### config.mk
export PLATFORM = sky130hd
export DESIGN_NAME = srpt_job_scheduler
export DESIGN_NICKNAME = d
export VERILOG_FILES = /design/src/hw/rtl/srpt_pkg.sv /design/src/hw/rtl/srpt_job_scheduler.sv /design/src/hw/rtl/srpt_alu.sv
export SDC_FILE = /design/constraint.sdc
export NUM_CORES = 2
export LEC_CHECK = 0
export BUFFER_PORTS_ARGS = -buffer_cell sky130_fd_sc_hd__buf_2
export CAP_MARGIN = 10
export CORE_UTILIZATION = 50
export CTS_CLUSTER_SIZE = 10
export DETAILED_ROUTE_END_ITERATION = 6
export PLACE_DENSITY = 0.66
export SYNTH_ARGS = -nofsm -noshare
export SYNTH_HDL_FRONTEND = slang
export SYNTH_SLANG_ARGS = --single-unit
### constraint.sdc
create_clock -name clk_i -period 15.5 [get_ports clk_i]
set_input_delay 1.55 -clock clk_i [delete_from_list [all_inputs] [get_ports clk_i]]
set_output_delay 1.55 -clock clk_i [all_outputs]
set_load 0.03 [all_outputs]
### src/hw/rtl/srpt_pkg.sv
// Shared types and codes for the SRPT job scheduler.
// Holds the transaction structs, status and function codes, and ALU opcodes.
// No dependencies.
`default_nettype none

package srpt_pkg;

  typedef enum logic {
    FUNC_ARRIVAL  = 1'b0,
    FUNC_COMPLETE = 1'b1
  } func_e;

  typedef enum logic [1:0] {
    ST_OK        = 2'd0,
    ST_FULL      = 2'd1,
    ST_NOT_FOUND = 2'd2
  } status_e;

  typedef enum logic {
    ALU_SUB = 1'b0,
    ALU_ADD = 1'b1
  } alu_op_e;

  typedef struct packed {
    func_e       func;
    logic [31:0] now;
    logic [15:0] job_id;
    logic [23:0] job_size;
  } in_item_t;

  typedef struct packed {
    status_e     status;
    logic        running_valid;
    logic [15:0] running_id;
    logic [31:0] finish_time;
    logic        preempted;
    logic [4:0]  job_count;
  } out_item_t;

endpackage

`default_nettype wire

### src/hw/rtl/srpt_job_scheduler.sv
// Preemptive shortest-remaining-time job scheduler, top level.
// Uses srpt_pkg and srpt_alu; holds the slot table memories.
//
// Input channel (in_valid_i / in_stall_o / in_data_i) carries arrivals and
// completions; output channel (out_valid_o / out_stall_i / out_data_o) returns
// exactly one result per input transaction. A transaction moves at a clock
// edge where valid is high and stall is low.
// One item is processed at a time; in_stall_o is high from acceptance until
// the result is loaded into the output register.
// Steps from accept to result:
//   arrival:    charge of the running job (when a job runs), probe for the
//               lowest free slot (status full if none), store, result
//   completion: id search pass, charge of the running job (when it is not
//               the one completed), minimum search pass over the slot table
// The two table passes read one slot per cycle through the single read port
// of the slot memories.
// Reset empties the table (valid bits cleared at once), no job runs, and the
// block is ready as soon as reset is released.
// A stalled result stays in the output register; the next item is accepted
// meanwhile but its result waits until the register has been taken.
`default_nettype none

module srpt_job_scheduler #(
  parameter int unsigned JOB_SLOTS = 16
) (
  input  logic                clk_i,
  input  logic                rst_ni,
  input  logic                in_valid_i,
  output logic                in_stall_o,
  input  srpt_pkg::in_item_t  in_data_i,
  output logic                out_valid_o,
  input  logic                out_stall_i,
  output srpt_pkg::out_item_t out_data_o
);

  localparam int unsigned IW = $clog2(JOB_SLOTS);
  localparam int unsigned CW = $clog2(JOB_SLOTS + 1);
  localparam logic [IW:0]   SCAN_END = (IW + 1)'(JOB_SLOTS);
  localparam logic [IW-1:0] LAST     = IW'(JOB_SLOTS - 1);

  typedef enum logic [8:0] {
    S_IDLE    = 9'b000000001,
    S_ELAPSED = 9'b000000010,
    S_CHARGE  = 9'b000000100,
    S_FREE    = 9'b000001000,
    S_STORE   = 9'b000010000,
    S_FIND    = 9'b000100000,
    S_REMOVE  = 9'b001000000,
    S_PICK    = 9'b010000000,
    S_FINISH  = 9'b100000000
  } state_e;

  state_e              state_q, state_d;
  srpt_pkg::in_item_t  item_q, item_d;
  logic [JOB_SLOTS-1:0] valid_q, valid_d;
  logic                busy_q, busy_d;
  logic [IW-1:0]       run_slot_q, run_slot_d;
  logic [31:0]         run_start_q, run_start_d;
  logic [23:0]         run_rem_q, run_rem_d;
  logic [15:0]         run_id_q, run_id_d;
  logic [31:0]         elapsed_q, elapsed_d;
  logic [IW-1:0]       slot_q, slot_d;
  logic [IW:0]         scan_q, scan_d;
  logic                pend_q, pend_d;
  logic [IW-1:0]       chk_q, chk_d;
  logic                found_q, found_d;
  logic [IW-1:0]       best_idx_q, best_idx_d;
  logic [23:0]         best_rem_q, best_rem_d;
  logic [31:0]         best_arr_q, best_arr_d;
  logic [15:0]         best_job_q, best_job_d;
  srpt_pkg::status_e   status_q, status_d;
  logic                preempt_q, preempt_d;
  logic [CW-1:0]       count_q, count_d;
  logic                out_valid_q, out_valid_d;
  srpt_pkg::out_item_t out_q, out_d;

  // slot table
  logic [15:0] job_mem [JOB_SLOTS];
  logic [23:0] rem_mem [JOB_SLOTS];
  logic [31:0] arr_mem [JOB_SLOTS];
  logic [15:0] rd_job_q;
  logic [23:0] rd_rem_q;
  logic [31:0] rd_arr_q;
  logic        mem_we_all, mem_we_rem;
  logic [IW-1:0] wr_addr, rd_addr;
  logic [23:0] wr_rem;

  srpt_pkg::alu_op_e alu_op;
  logic [31:0] alu_a, alu_b, alu_res;
  logic        alu_carry;

  logic [23:0] charged_rem;
  logic [CW+4:0] count_ext;

  srpt_alu u_alu (
    .op_i   (alu_op),
    .a_i    (alu_a),
    .b_i    (alu_b),
    .res_o  (alu_res),
    .carry_o(alu_carry)
  );

  assign charged_rem = alu_carry ? 24'd0 : alu_res[23:0];
  assign count_ext   = {5'd0, count_q};

  always_comb begin
    state_d     = state_q;
    item_d      = item_q;
    valid_d     = valid_q;
    busy_d      = busy_q;
    run_slot_d  = run_slot_q;
    run_start_d = run_start_q;
    run_rem_d   = run_rem_q;
    run_id_d    = run_id_q;
    elapsed_d   = elapsed_q;
    slot_d      = slot_q;
    scan_d      = scan_q;
    pend_d      = pend_q;
    chk_d       = chk_q;
    found_d     = found_q;
    best_idx_d  = best_idx_q;
    best_rem_d  = best_rem_q;
    best_arr_d  = best_arr_q;
    best_job_d  = best_job_q;
    status_d    = status_q;
    preempt_d   = preempt_q;
    count_d     = count_q;
    out_valid_d = out_valid_q;
    out_d       = out_q;
    mem_we_all  = 1'b0;
    mem_we_rem  = 1'b0;
    wr_addr     = slot_q;
    wr_rem      = item_q.job_size;
    rd_addr     = scan_q[IW-1:0];
    alu_op      = srpt_pkg::ALU_SUB;
    alu_a       = item_q.now;
    alu_b       = run_start_q;

    if (out_valid_q && !out_stall_i) begin
      out_valid_d = 1'b0;
    end

    unique case (state_q)
      S_IDLE: begin
        if (in_valid_i) begin
          item_d    = in_data_i;
          status_d  = srpt_pkg::ST_OK;
          preempt_d = 1'b0;
          scan_d    = '0;
          pend_d    = 1'b0;
          found_d   = 1'b0;
          if (in_data_i.func == srpt_pkg::FUNC_ARRIVAL) begin
            state_d = busy_q ? S_ELAPSED : S_FREE;
          end else begin
            state_d = S_FIND;
          end
        end
      end

      // time going backwards counts as no elapsed time
      S_ELAPSED: begin
        elapsed_d = alu_carry ? 32'd0 : alu_res;
        state_d   = S_CHARGE;
      end

      S_CHARGE: begin
        alu_a       = {8'd0, run_rem_q};
        alu_b       = elapsed_q;
        run_rem_d   = charged_rem;
        run_start_d = item_q.now;
        mem_we_rem  = 1'b1;
        wr_addr     = run_slot_q;
        wr_rem      = charged_rem;
        state_d     = (item_q.func == srpt_pkg::FUNC_ARRIVAL) ? S_FREE : S_REMOVE;
      end

      S_FREE: begin
        if (!valid_q[scan_q[IW-1:0]]) begin
          slot_d  = scan_q[IW-1:0];
          state_d = S_STORE;
        end else if (scan_q[IW-1:0] == LAST) begin
          status_d = srpt_pkg::ST_FULL;
          state_d  = S_FINISH;
        end else begin
          scan_d = scan_q + (IW + 1)'(1);
        end
      end

      // borrow of size - remaining means the new job is strictly shorter
      S_STORE: begin
        alu_a           = {8'd0, item_q.job_size};
        alu_b           = {8'd0, run_rem_q};
        mem_we_all      = 1'b1;
        valid_d[slot_q] = 1'b1;
        count_d         = count_q + CW'(1);
        if (!busy_q || alu_carry) begin
          busy_d      = 1'b1;
          run_slot_d  = slot_q;
          run_start_d = item_q.now;
          run_rem_d   = item_q.job_size;
          run_id_d    = item_q.job_id;
          preempt_d   = busy_q;
        end
        state_d = S_FINISH;
      end

      S_FIND: begin
        if (scan_q != SCAN_END) begin
          scan_d = scan_q + (IW + 1)'(1);
          pend_d = 1'b1;
          chk_d  = scan_q[IW-1:0];
        end else begin
          pend_d = 1'b0;
        end
        if (pend_q) begin
          if (valid_q[chk_q] && rd_job_q == item_q.job_id) begin
            slot_d  = chk_q;
            state_d = (busy_q && run_slot_q != chk_q) ? S_ELAPSED : S_REMOVE;
          end else if (chk_q == LAST) begin
            status_d = srpt_pkg::ST_NOT_FOUND;
            state_d  = S_FINISH;
          end
        end
      end

      S_REMOVE: begin
        valid_d[slot_q] = 1'b0;
        count_d         = count_q - CW'(1);
        scan_d          = '0;
        pend_d          = 1'b0;
        found_d         = 1'b0;
        state_d         = S_PICK;
      end

      // least remaining time, ties to earliest arrival, then lowest slot
      S_PICK: begin
        if (scan_q != SCAN_END) begin
          scan_d = scan_q + (IW + 1)'(1);
          pend_d = 1'b1;
          chk_d  = scan_q[IW-1:0];
        end else begin
          pend_d = 1'b0;
        end
        if (pend_q) begin
          if (valid_q[chk_q] &&
              (!found_q || rd_rem_q < best_rem_q ||
               (rd_rem_q == best_rem_q && rd_arr_q < best_arr_q))) begin
            found_d    = 1'b1;
            best_idx_d = chk_q;
            best_rem_d = rd_rem_q;
            best_arr_d = rd_arr_q;
            best_job_d = rd_job_q;
          end
          if (chk_q == LAST) begin
            busy_d     = found_d;
            run_slot_d = found_d ? best_idx_d : '0;
            if (found_d) begin
              run_start_d = item_q.now;
              run_rem_d   = best_rem_d;
              run_id_d    = best_job_d;
            end
            state_d = S_FINISH;
          end
        end
      end

      S_FINISH: begin
        alu_op = srpt_pkg::ALU_ADD;
        alu_a  = run_start_q;
        alu_b  = {8'd0, run_rem_q};
        if (!out_valid_q || !out_stall_i) begin
          out_valid_d         = 1'b1;
          out_d.status        = status_q;
          out_d.running_valid = busy_q;
          out_d.running_id    = busy_q ? run_id_q : 16'd0;
          out_d.finish_time   = busy_q ? (alu_carry ? 32'hFFFF_FFFF : alu_res) : 32'd0;
          out_d.preempted     = preempt_q;
          out_d.job_count     = count_ext[4:0];
          state_d             = S_IDLE;
        end
      end

      default: begin
        state_d = S_IDLE;
      end
    endcase
  end

  always_ff @(posedge clk_i or negedge rst_ni) begin
    if (!rst_ni) begin
      state_q     <= S_IDLE;
      item_q      <= '0;
      valid_q     <= '0;
      busy_q      <= 1'b0;
      run_slot_q  <= '0;
      run_start_q <= '0;
      run_rem_q   <= '0;
      run_id_q    <= '0;
      elapsed_q   <= '0;
      slot_q      <= '0;
      scan_q      <= '0;
      pend_q      <= 1'b0;
      chk_q       <= '0;
      found_q     <= 1'b0;
      best_idx_q  <= '0;
      best_rem_q  <= '0;
      best_arr_q  <= '0;
      best_job_q  <= '0;
      status_q    <= srpt_pkg::ST_OK;
      preempt_q   <= 1'b0;
      count_q     <= '0;
      out_valid_q <= 1'b0;
      out_q       <= '0;
    end else begin
      state_q     <= state_d;
      item_q      <= item_d;
      valid_q     <= valid_d;
      busy_q      <= busy_d;
      run_slot_q  <= run_slot_d;
      run_start_q <= run_start_d;
      run_rem_q   <= run_rem_d;
      run_id_q    <= run_id_d;
      elapsed_q   <= elapsed_d;
      slot_q      <= slot_d;
      scan_q      <= scan_d;
      pend_q      <= pend_d;
      chk_q       <= chk_d;
      found_q     <= found_d;
      best_idx_q  <= best_idx_d;
      best_rem_q  <= best_rem_d;
      best_arr_q  <= best_arr_d;
      best_job_q  <= best_job_d;
      status_q    <= status_d;
      preempt_q   <= preempt_d;
      count_q     <= count_d;
      out_valid_q <= out_valid_d;
      out_q       <= out_d;
    end
  end

  always_ff @(posedge clk_i) begin
    if (mem_we_all) begin
      job_mem[wr_addr] <= item_q.job_id;
      arr_mem[wr_addr] <= item_q.now;
    end
    if (mem_we_all || mem_we_rem) begin
      rem_mem[wr_addr] <= wr_rem;
    end
    rd_job_q <= job_mem[rd_addr];
    rd_rem_q <= rem_mem[rd_addr];
    rd_arr_q <= arr_mem[rd_addr];
  end

  assign in_stall_o  = (state_q != S_IDLE);
  assign out_valid_o = out_valid_q;
  assign out_data_o  = out_q;

endmodule

`default_nettype wire

### src/hw/rtl/srpt_alu.sv
// Shared 32-bit add/subtract unit of the SRPT scheduler.
// Carry out is the add overflow or the subtract borrow. Depends on srpt_pkg.
`default_nettype none

module srpt_alu (
  input  srpt_pkg::alu_op_e op_i,
  input  logic [31:0]       a_i,
  input  logic [31:0]       b_i,
  output logic [31:0]       res_o,
  output logic              carry_o
);

  logic [32:0] sum;

  always_comb begin
    if (op_i == srpt_pkg::ALU_ADD) begin
      sum = {1'b0, a_i} + {1'b0, b_i};
    end else begin
      sum = {1'b0, a_i} - {1'b0, b_i};
    end
  end

  assign res_o   = sum[31:0];
  assign carry_o = sum[32];

endmodule

`default_nettype wire

Word level (Yosys, flattened, before mapping)
Memories as Yosys holds them, arrays and structs flattened. A register that Yosys moved wholly into a read port is not among the register bits. Cells that the tools add are included.

Add/subtract/negate cells: 5. $mul: 0. Divide/modulo/power cells: 0. Order comparisons: 6. Eq/ne operators: 32. Shift-type cells: 0. Multiplexer cells: 94. Bitwise logic cells: 3. Reductions and logical operators: 41.

Operator list (count): 2-to-1 mux 32 bit (7); case mux 32 bit (3 select lines) (2); 2-to-1 mux 24 bit (7); 2-to-1 mux 16 bit (6); case mux 9 bit (9 select lines) (1); 2-to-1 mux 9 bit (8); case mux 24 bit (3 select lines) (1); case mux 16 bit (2 select lines) (2); case mux 32 bit (2 select lines) (1); 2-to-1 mux 4 bit (10); adder 32 x 32 -> 33 bit (1); 2-to-1 mux 33 bit (1); subtractor 32 x 32 -> 33 bit (1); less-than comparator 32 bit (1); inequality test 2 bit (second input constant) (14); equality test 24 bit (1); less-than comparator 24 bit (1); 2-to-1 mux 1 bit (23); 2-to-1 mux 5 bit (4); case mux 5 bit (4 select lines) (1); AND reduction 5 bit (4); AND 16 bit (1); equality test 16 bit (1); NOT 16 bit (1); other kinds (41) (81).

Flip-flop bits (word level): 364. Bits in latches: 0. RAM bits: 1152. Bits in read-only memories: 0. Input bits: 77. Logic and storage cells: 215. Memories: 3.

Memory list: arr_mem (depth 16, width 32, read ports 1, clocked after Yosys merged registers in 1, wr ports 1, line srpt_job_scheduler.sv:80) `logic [31:0] arr_mem [JOB_SLOTS];`; rem_mem (depth 16, width 24, read ports 1, clocked after Yosys merged registers in 1, wr ports 1, line srpt_job_scheduler.sv:79) `logic [23:0] rem_mem [JOB_SLOTS];`; job_mem (depth 16, width 16, read ports 1, clocked after Yosys merged registers in 1, wr ports 1, line srpt_job_scheduler.sv:78) `logic [15:0] job_mem [JOB_SLOTS];`.

Depth between registers and ports, before layout
Depth in word-level cells: 11. Mapped depth: 31.

Modules after synthesis
From an unflattened synthesis, not the netlist that was laid out.

Cells, all modules: 3855. Area, all modules: 66049.6 um^2.

Modules (own cells, without submodules): srpt_job_scheduler (times used 1, cells an instance 3486, area each 63502.2 um^2); srpt_alu (times used 1, cells an instance 369, area each 2547.4 um^2).

Worst setup path before layout
OpenSTA, ideal clock, no wires.

Path kind: register to register. From: reg state_q[8]. To: mem rem_mem[0][23], data pin. Arrival: 6.388 ns. Data required time: 15.170 ns. Slack: 8.782 ns. Stages on the path, launching flop included: 28. Buffers on the path: 6. Period minus slack after synthesis: 6.718 ns. Cell sequence: dfrtp_1 buf_6 or3b_4 o21ai_2 nand2_2 clkbuf_1 clkbuf_1 buf_1 a21oi_1 ha_1 inv_1 nor4_4 nand4_1 nor3_1 nand2_1 o21ai_0 nand3_1 xnor2_1 ha_1 clkbuf_1 a211oi_1 o21ai_0 a31o_2 nor3_1 xor2_1 clkbuf_1 nand2_1 o21ai_0.

Cells in the longest elaborated chain, start to end: 7. Elaborated cells on any way between the ends: 12. Those cells by class: add/sub (2); eq/ne (3); mux (6); reduce/logical (1).

RTL lines: from (decl) (line srpt_job_scheduler.sv:53) `state_e state_q, state_d;`; from (signal assigned) (line srpt_job_scheduler.sv:315) `state_q <= state_d;`; equality test 9 bit / equality test 9 x 5 -> 1 bit (equally long branches) (line srpt_job_scheduler.sv:143) `unique case (state_q)`; OR reduction 2 bit (no source line); case mux 32 bit (2 select lines) (line srpt_job_scheduler.sv:143); subtractor 32 x 32 -> 33 bit / adder 32 x 32 -> 33 bit (equally long branches) (line srpt_alu.sv:19, srpt_alu.sv:17); 2-to-1 mux 33 bit (line srpt_alu.sv:16) `if (op_i == srpt_pkg::ALU_ADD) begin`; 2-to-1 mux 24 bit (line srpt_job_scheduler.sv:103) `assign charged_rem = alu_carry ? 24'd0 : alu_res[23:0];`; 2-to-1 mux 24 bit * (line srpt_job_scheduler.sv:143); via wr_rem[23] (line srpt_job_scheduler.sv:86) `logic [23:0] wr_rem;`; to (decl) (line srpt_job_scheduler.sv:79).

Mark *: on every way through the listed nets, which the timed path passes. The rest lies on a longest branch.

Worst setup path after layout
From: reg state_q[3]. To: reg run_id_q[4].

Cells in the longest elaborated chain, start to end: 8. Elaborated cells on any way between the ends: 19. Those cells by class: add/sub (2); eq/ne (8); mux (5); reduce/logical (4).

RTL lines: equality test 9 bit / equality test 9 x 5 -> 1 bit (equally long branches) (line srpt_job_scheduler.sv:143); OR reduction 2 bit (no source line); case mux 32 bit (2 select lines) (line srpt_job_scheduler.sv:143); subtractor 32 x 32 -> 33 bit / adder 32 x 32 -> 33 bit (equally long branches) (line srpt_alu.sv:19, srpt_alu.sv:17); 2-to-1 mux 33 bit (line srpt_alu.sv:16); logical OR 1 bit (line srpt_job_scheduler.sv:196) `if (!busy_q || alu_carry) begin`; inequality test 2 bit (no source line); AND reduction 5 bit (no source line); to (signal assigned) (line srpt_job_scheduler.sv:322) `run_id_q <= run_id_d;`; to (decl) (line srpt_job_scheduler.sv:60) `logic [15:0] run_id_q, run_id_d;`.

Several ways; a longest one is shown, not always the timed one. A chain may end at the register's enable or synchronous reset.

==> run_results.csv <==
group,metric,value,unit
status,outcome,"finished, violations left",
status,violations,"design-rule violations",
global_routing,grt_use_total,26.2,%
clock_network,clockBufferDepth,3,
final_layout,drive_gt1_share,24.5,%
clock_network,post_cts_buffers,0,
synth,yosysWarnings,0,
die,die_x,365,um
placement,portBuffers,135,
sta,skew,0.0522,ns
critical_path,critPathLaunchType,"register",
sta,rsz0062_at_grt,"no",
synth,synth_top_family_by_area,"multiplexers",
routing,dr.pass1.iters,7,
sta,clock.fmax,115,MHz
sta,period_minus_slack,8.73,ns
final_layout,num-fill-cells,10000,
clock_network,cts-root-buf,"clkbuf_16",
die,core,130000,sq um
critical_path,worst_r2r_path_depth,26,
routing,totalWireLength,172,mm
critical_path,path_buf_inv,2,
synth,yosys_most_used_dff,"edfxtp_1",
final_layout,fin_nets,4373,
critical_path,crit_slowest_cell,"nor3_1",
synth,muxShareOfSynthArea,16.2,%
placement,routabilityCongestion,0.932,
synth,yosys.area_share.simple,5.05,%
critical_path,cp.depth,26,
clock_network,htreeDepth,4,
synth,netlist_top_cells_area,"edfxtp_1 52%, dfrtp_1 14%, mux4_2 13%",
sta,maxSlewViolCount,0,
sta,setup_tns,0,ns
synth,ys_types,87,
final_layout,final_cell_mix,"1152 x edfxtp_1, 421 x nand2_1, 369 x mux4_2, 359 x dfrtp_1, 183 x clkbuf_16",
die,rows,132,
critical_path,slowest_delay,0.73,ns
synth,netlist_instances,3986,
synth,synth_compound_area_share,5.51,%
sta,worst-slew-pin-transition,1.24,ns
critical_path,endpoint_kind,"register",
routing,via_per_inst,6.15,
critical_path,required,16.16,ns
clock_network,postCtsHoldBufs,0,
power,vdd_drop_max,0.162,mV
final_layout,regArea,45200,sq um
synth,syn_nets,4158,
routing,num_vias,37500,
sta,setup_violations,0,
global_routing,first_global_vias,37000,
critical_path,critPathMostFrequentCell,"nor3_1",
synth,synth_area,66000,sq um
synth,synthXorXnorAreaFrac,1.15,%
global_routing,antenna_found_initial,9,
critical_path,path_max_fanout,35,
synth,yosys.area.top_type,"edfxtp_1",
clock_network,clk_pin_slew,0.06,ns
synth,synth-edff-count,1152,
placement,hpwl,99.2,mm
clock_network,tritoncts.num_buffers,179,
clock_network,clock_latency,0.80,ns
synth,synth-seq-cells,1588,
routing,route.detailed.drc,59,
sta,period_share,56.3,%
global_routing,grt_pass1_wl,252,mm
sta,relSlewSlack,17.3,%
final_layout,multi_input_area,19900,sq um
sta,finalHoldViolations,0,
clock_network,clock-sinks,1588,
worst_hold_path,min_path_type,"register to register",
global_routing,grt_max_degree,156,
synth,synthAdderAreaFrac,1.82,%
critical_path,critPathKind,"register to register",
routing,ant_nets,0,
final_layout,area_growth,12.8,%
final_layout,layout_commonest_cell,"edfxtp_1",
worst_hold_path,holdPathStages,2,
die,die_h,365,um
clock_network,cts_tree,"built",
synth,synth_seq_area_share,68.4,%
die,ios,136,
flow_run,maxCapViolCount,0,
synth,async_reset_ff_share,22.9,%
placement,placed_area,69100,sq um
critical_path,path_delay_family,"simple AND/OR/NAND/NOR gates",
routing,wire_per_inst,28.2,um
power,p_leak,26.1,nW
final_layout,finalInstanceArea,74400,sq um
synth,avgSynthCellArea,16.6,sq um
routing,drt_iter0_drc,4760,
critical_path,worstPathArrival,9.39,ns
die,dieArea,133000,sq um
synth,synth.top_cell.area_share,52.4,%
clock_network,cts_resized,0,
die,start_util,50.7,%
global_routing,overflow,0,
power,power_density,188,nW/um^2
==> cells by family after synthesis <==
family	count (synthesis)
compound gates	568
xor+xnor	86
fa+ha+maj	95
buf+inv	297
flops	1588
mux	584
simple gates	768
==> final cells by class <==
class	count	share of cell area [%]
Antenna cell	1	0.00336
Sequential cell	1588	60.7
Inverter	80	0.403
Tap cell	1742	2.93
Timing Repair Buffer	251	2.12
Clock inverter	11	0.229
Multi-Input combinational cell	2101	26.7
Clock buffer	321	6.90
==> report_power, final <==
| group | total, mW | internal (mW) | leakage [nW] | switching [mW] |
|---|---|---|---|---|
| logic | 4.26 | 1.60 | 7.80 | 2.67 |
| clock network | 3.88 | 2.24 | 2.52 | 1.64 |
| registers | 5.87 | 5.31 | 15.8 | 0.558 |
| total | 14.0 | 9.15 | 26.1 | 4.86 |
==> stage by stage <==
stage	hold WS, ns	util, %	cells	power, mW	worst slack (ns)
floorplan	0.439	-	3986	8.48	8.78
global placement	0.459	53.1	5762	10.1	6.99
detailed placement	0.468	53.1	5762	10.1	6.82
CTS	0.480	57.2	6094	14.0	6.80
global route	0.500	57.2	6094	14.6	6.15
finish	0.476	57.2	6095	14.0	6.77
==> cell usage after synthesis, drive strengths merged (14+ instances only) <==
library cell and n:
a21o 20, a21oi 125, a222oi 24, a22oi 14, a31oi 25, a32oi 26, buf 64, clkbuf 153
dfrtp 363, dfxtp 72, edfxtp 1152, ha 93, inv 80, mux2 169, mux2i 46, mux4 369
nand2 425, nand3 41, nand4 21, nor2 171, nor2b 14, nor3 23, o211ai 19, o21ai 216
xnor2 55, xor2 31
==> flip-flops by register name, summed over array words and instances, names as in the netlist, 5 cells and up, named ones only <==
| name | count |
|---|---|
| best_job_q | 16 |
| rd_job_q | 16 |
| arr_mem | 512 |
| state_q | 9 |
| rd_rem_q | 24 |
| scan_q | 5 |
| best_arr_q | 32 |
| run_id_q | 16 |
| out_data_o | 57 |
| rem_mem | 384 |
| best_rem_q | 24 |
| item_q | 73 |
| run_start_q | 32 |
| count_q | 5 |
| rd_arr_q | 32 |
| elapsed_q | 32 |
| run_rem_q | 24 |
| job_mem | 256 |
==> final timing paths <==
check | startpoint | endpoint | slack (ns)
min in group asynchronous | rst_ni | best_arr_q[8] | 0.73
max in group asynchronous | rst_ni | best_rem_q[8] | 11.78
worst max register to register | state_q[3] | run_id_q[4] | 6.77
worst min register to register | out_data_o[31] | out_data_o[31] | 0.48
worst min-delay path | out_data_o[31] | out_data_o[31] | 0.48
worst max-delay path | state_q[3] | run_id_q[4] | 6.77
==> tightest hold or removal path, stage by stage, from the launching register on <==
cell and delay [ns]:
dfrtp_1 0.33, nand2_1 0.05, o21ai_1 0.06
==> routing by layer <==
layer	track usage (%)	wire length, um	up-vias	part of all wire (%)
li1	-	-	16000	-
met1	37.3	71900	19500	42
met2	40.6	80200	1650	47
met3	5.67	14900	306	8.7
met4	7.93	4870	8	2.8
met5	0	46	-	0.027
(Power assumes the default switching activity.)
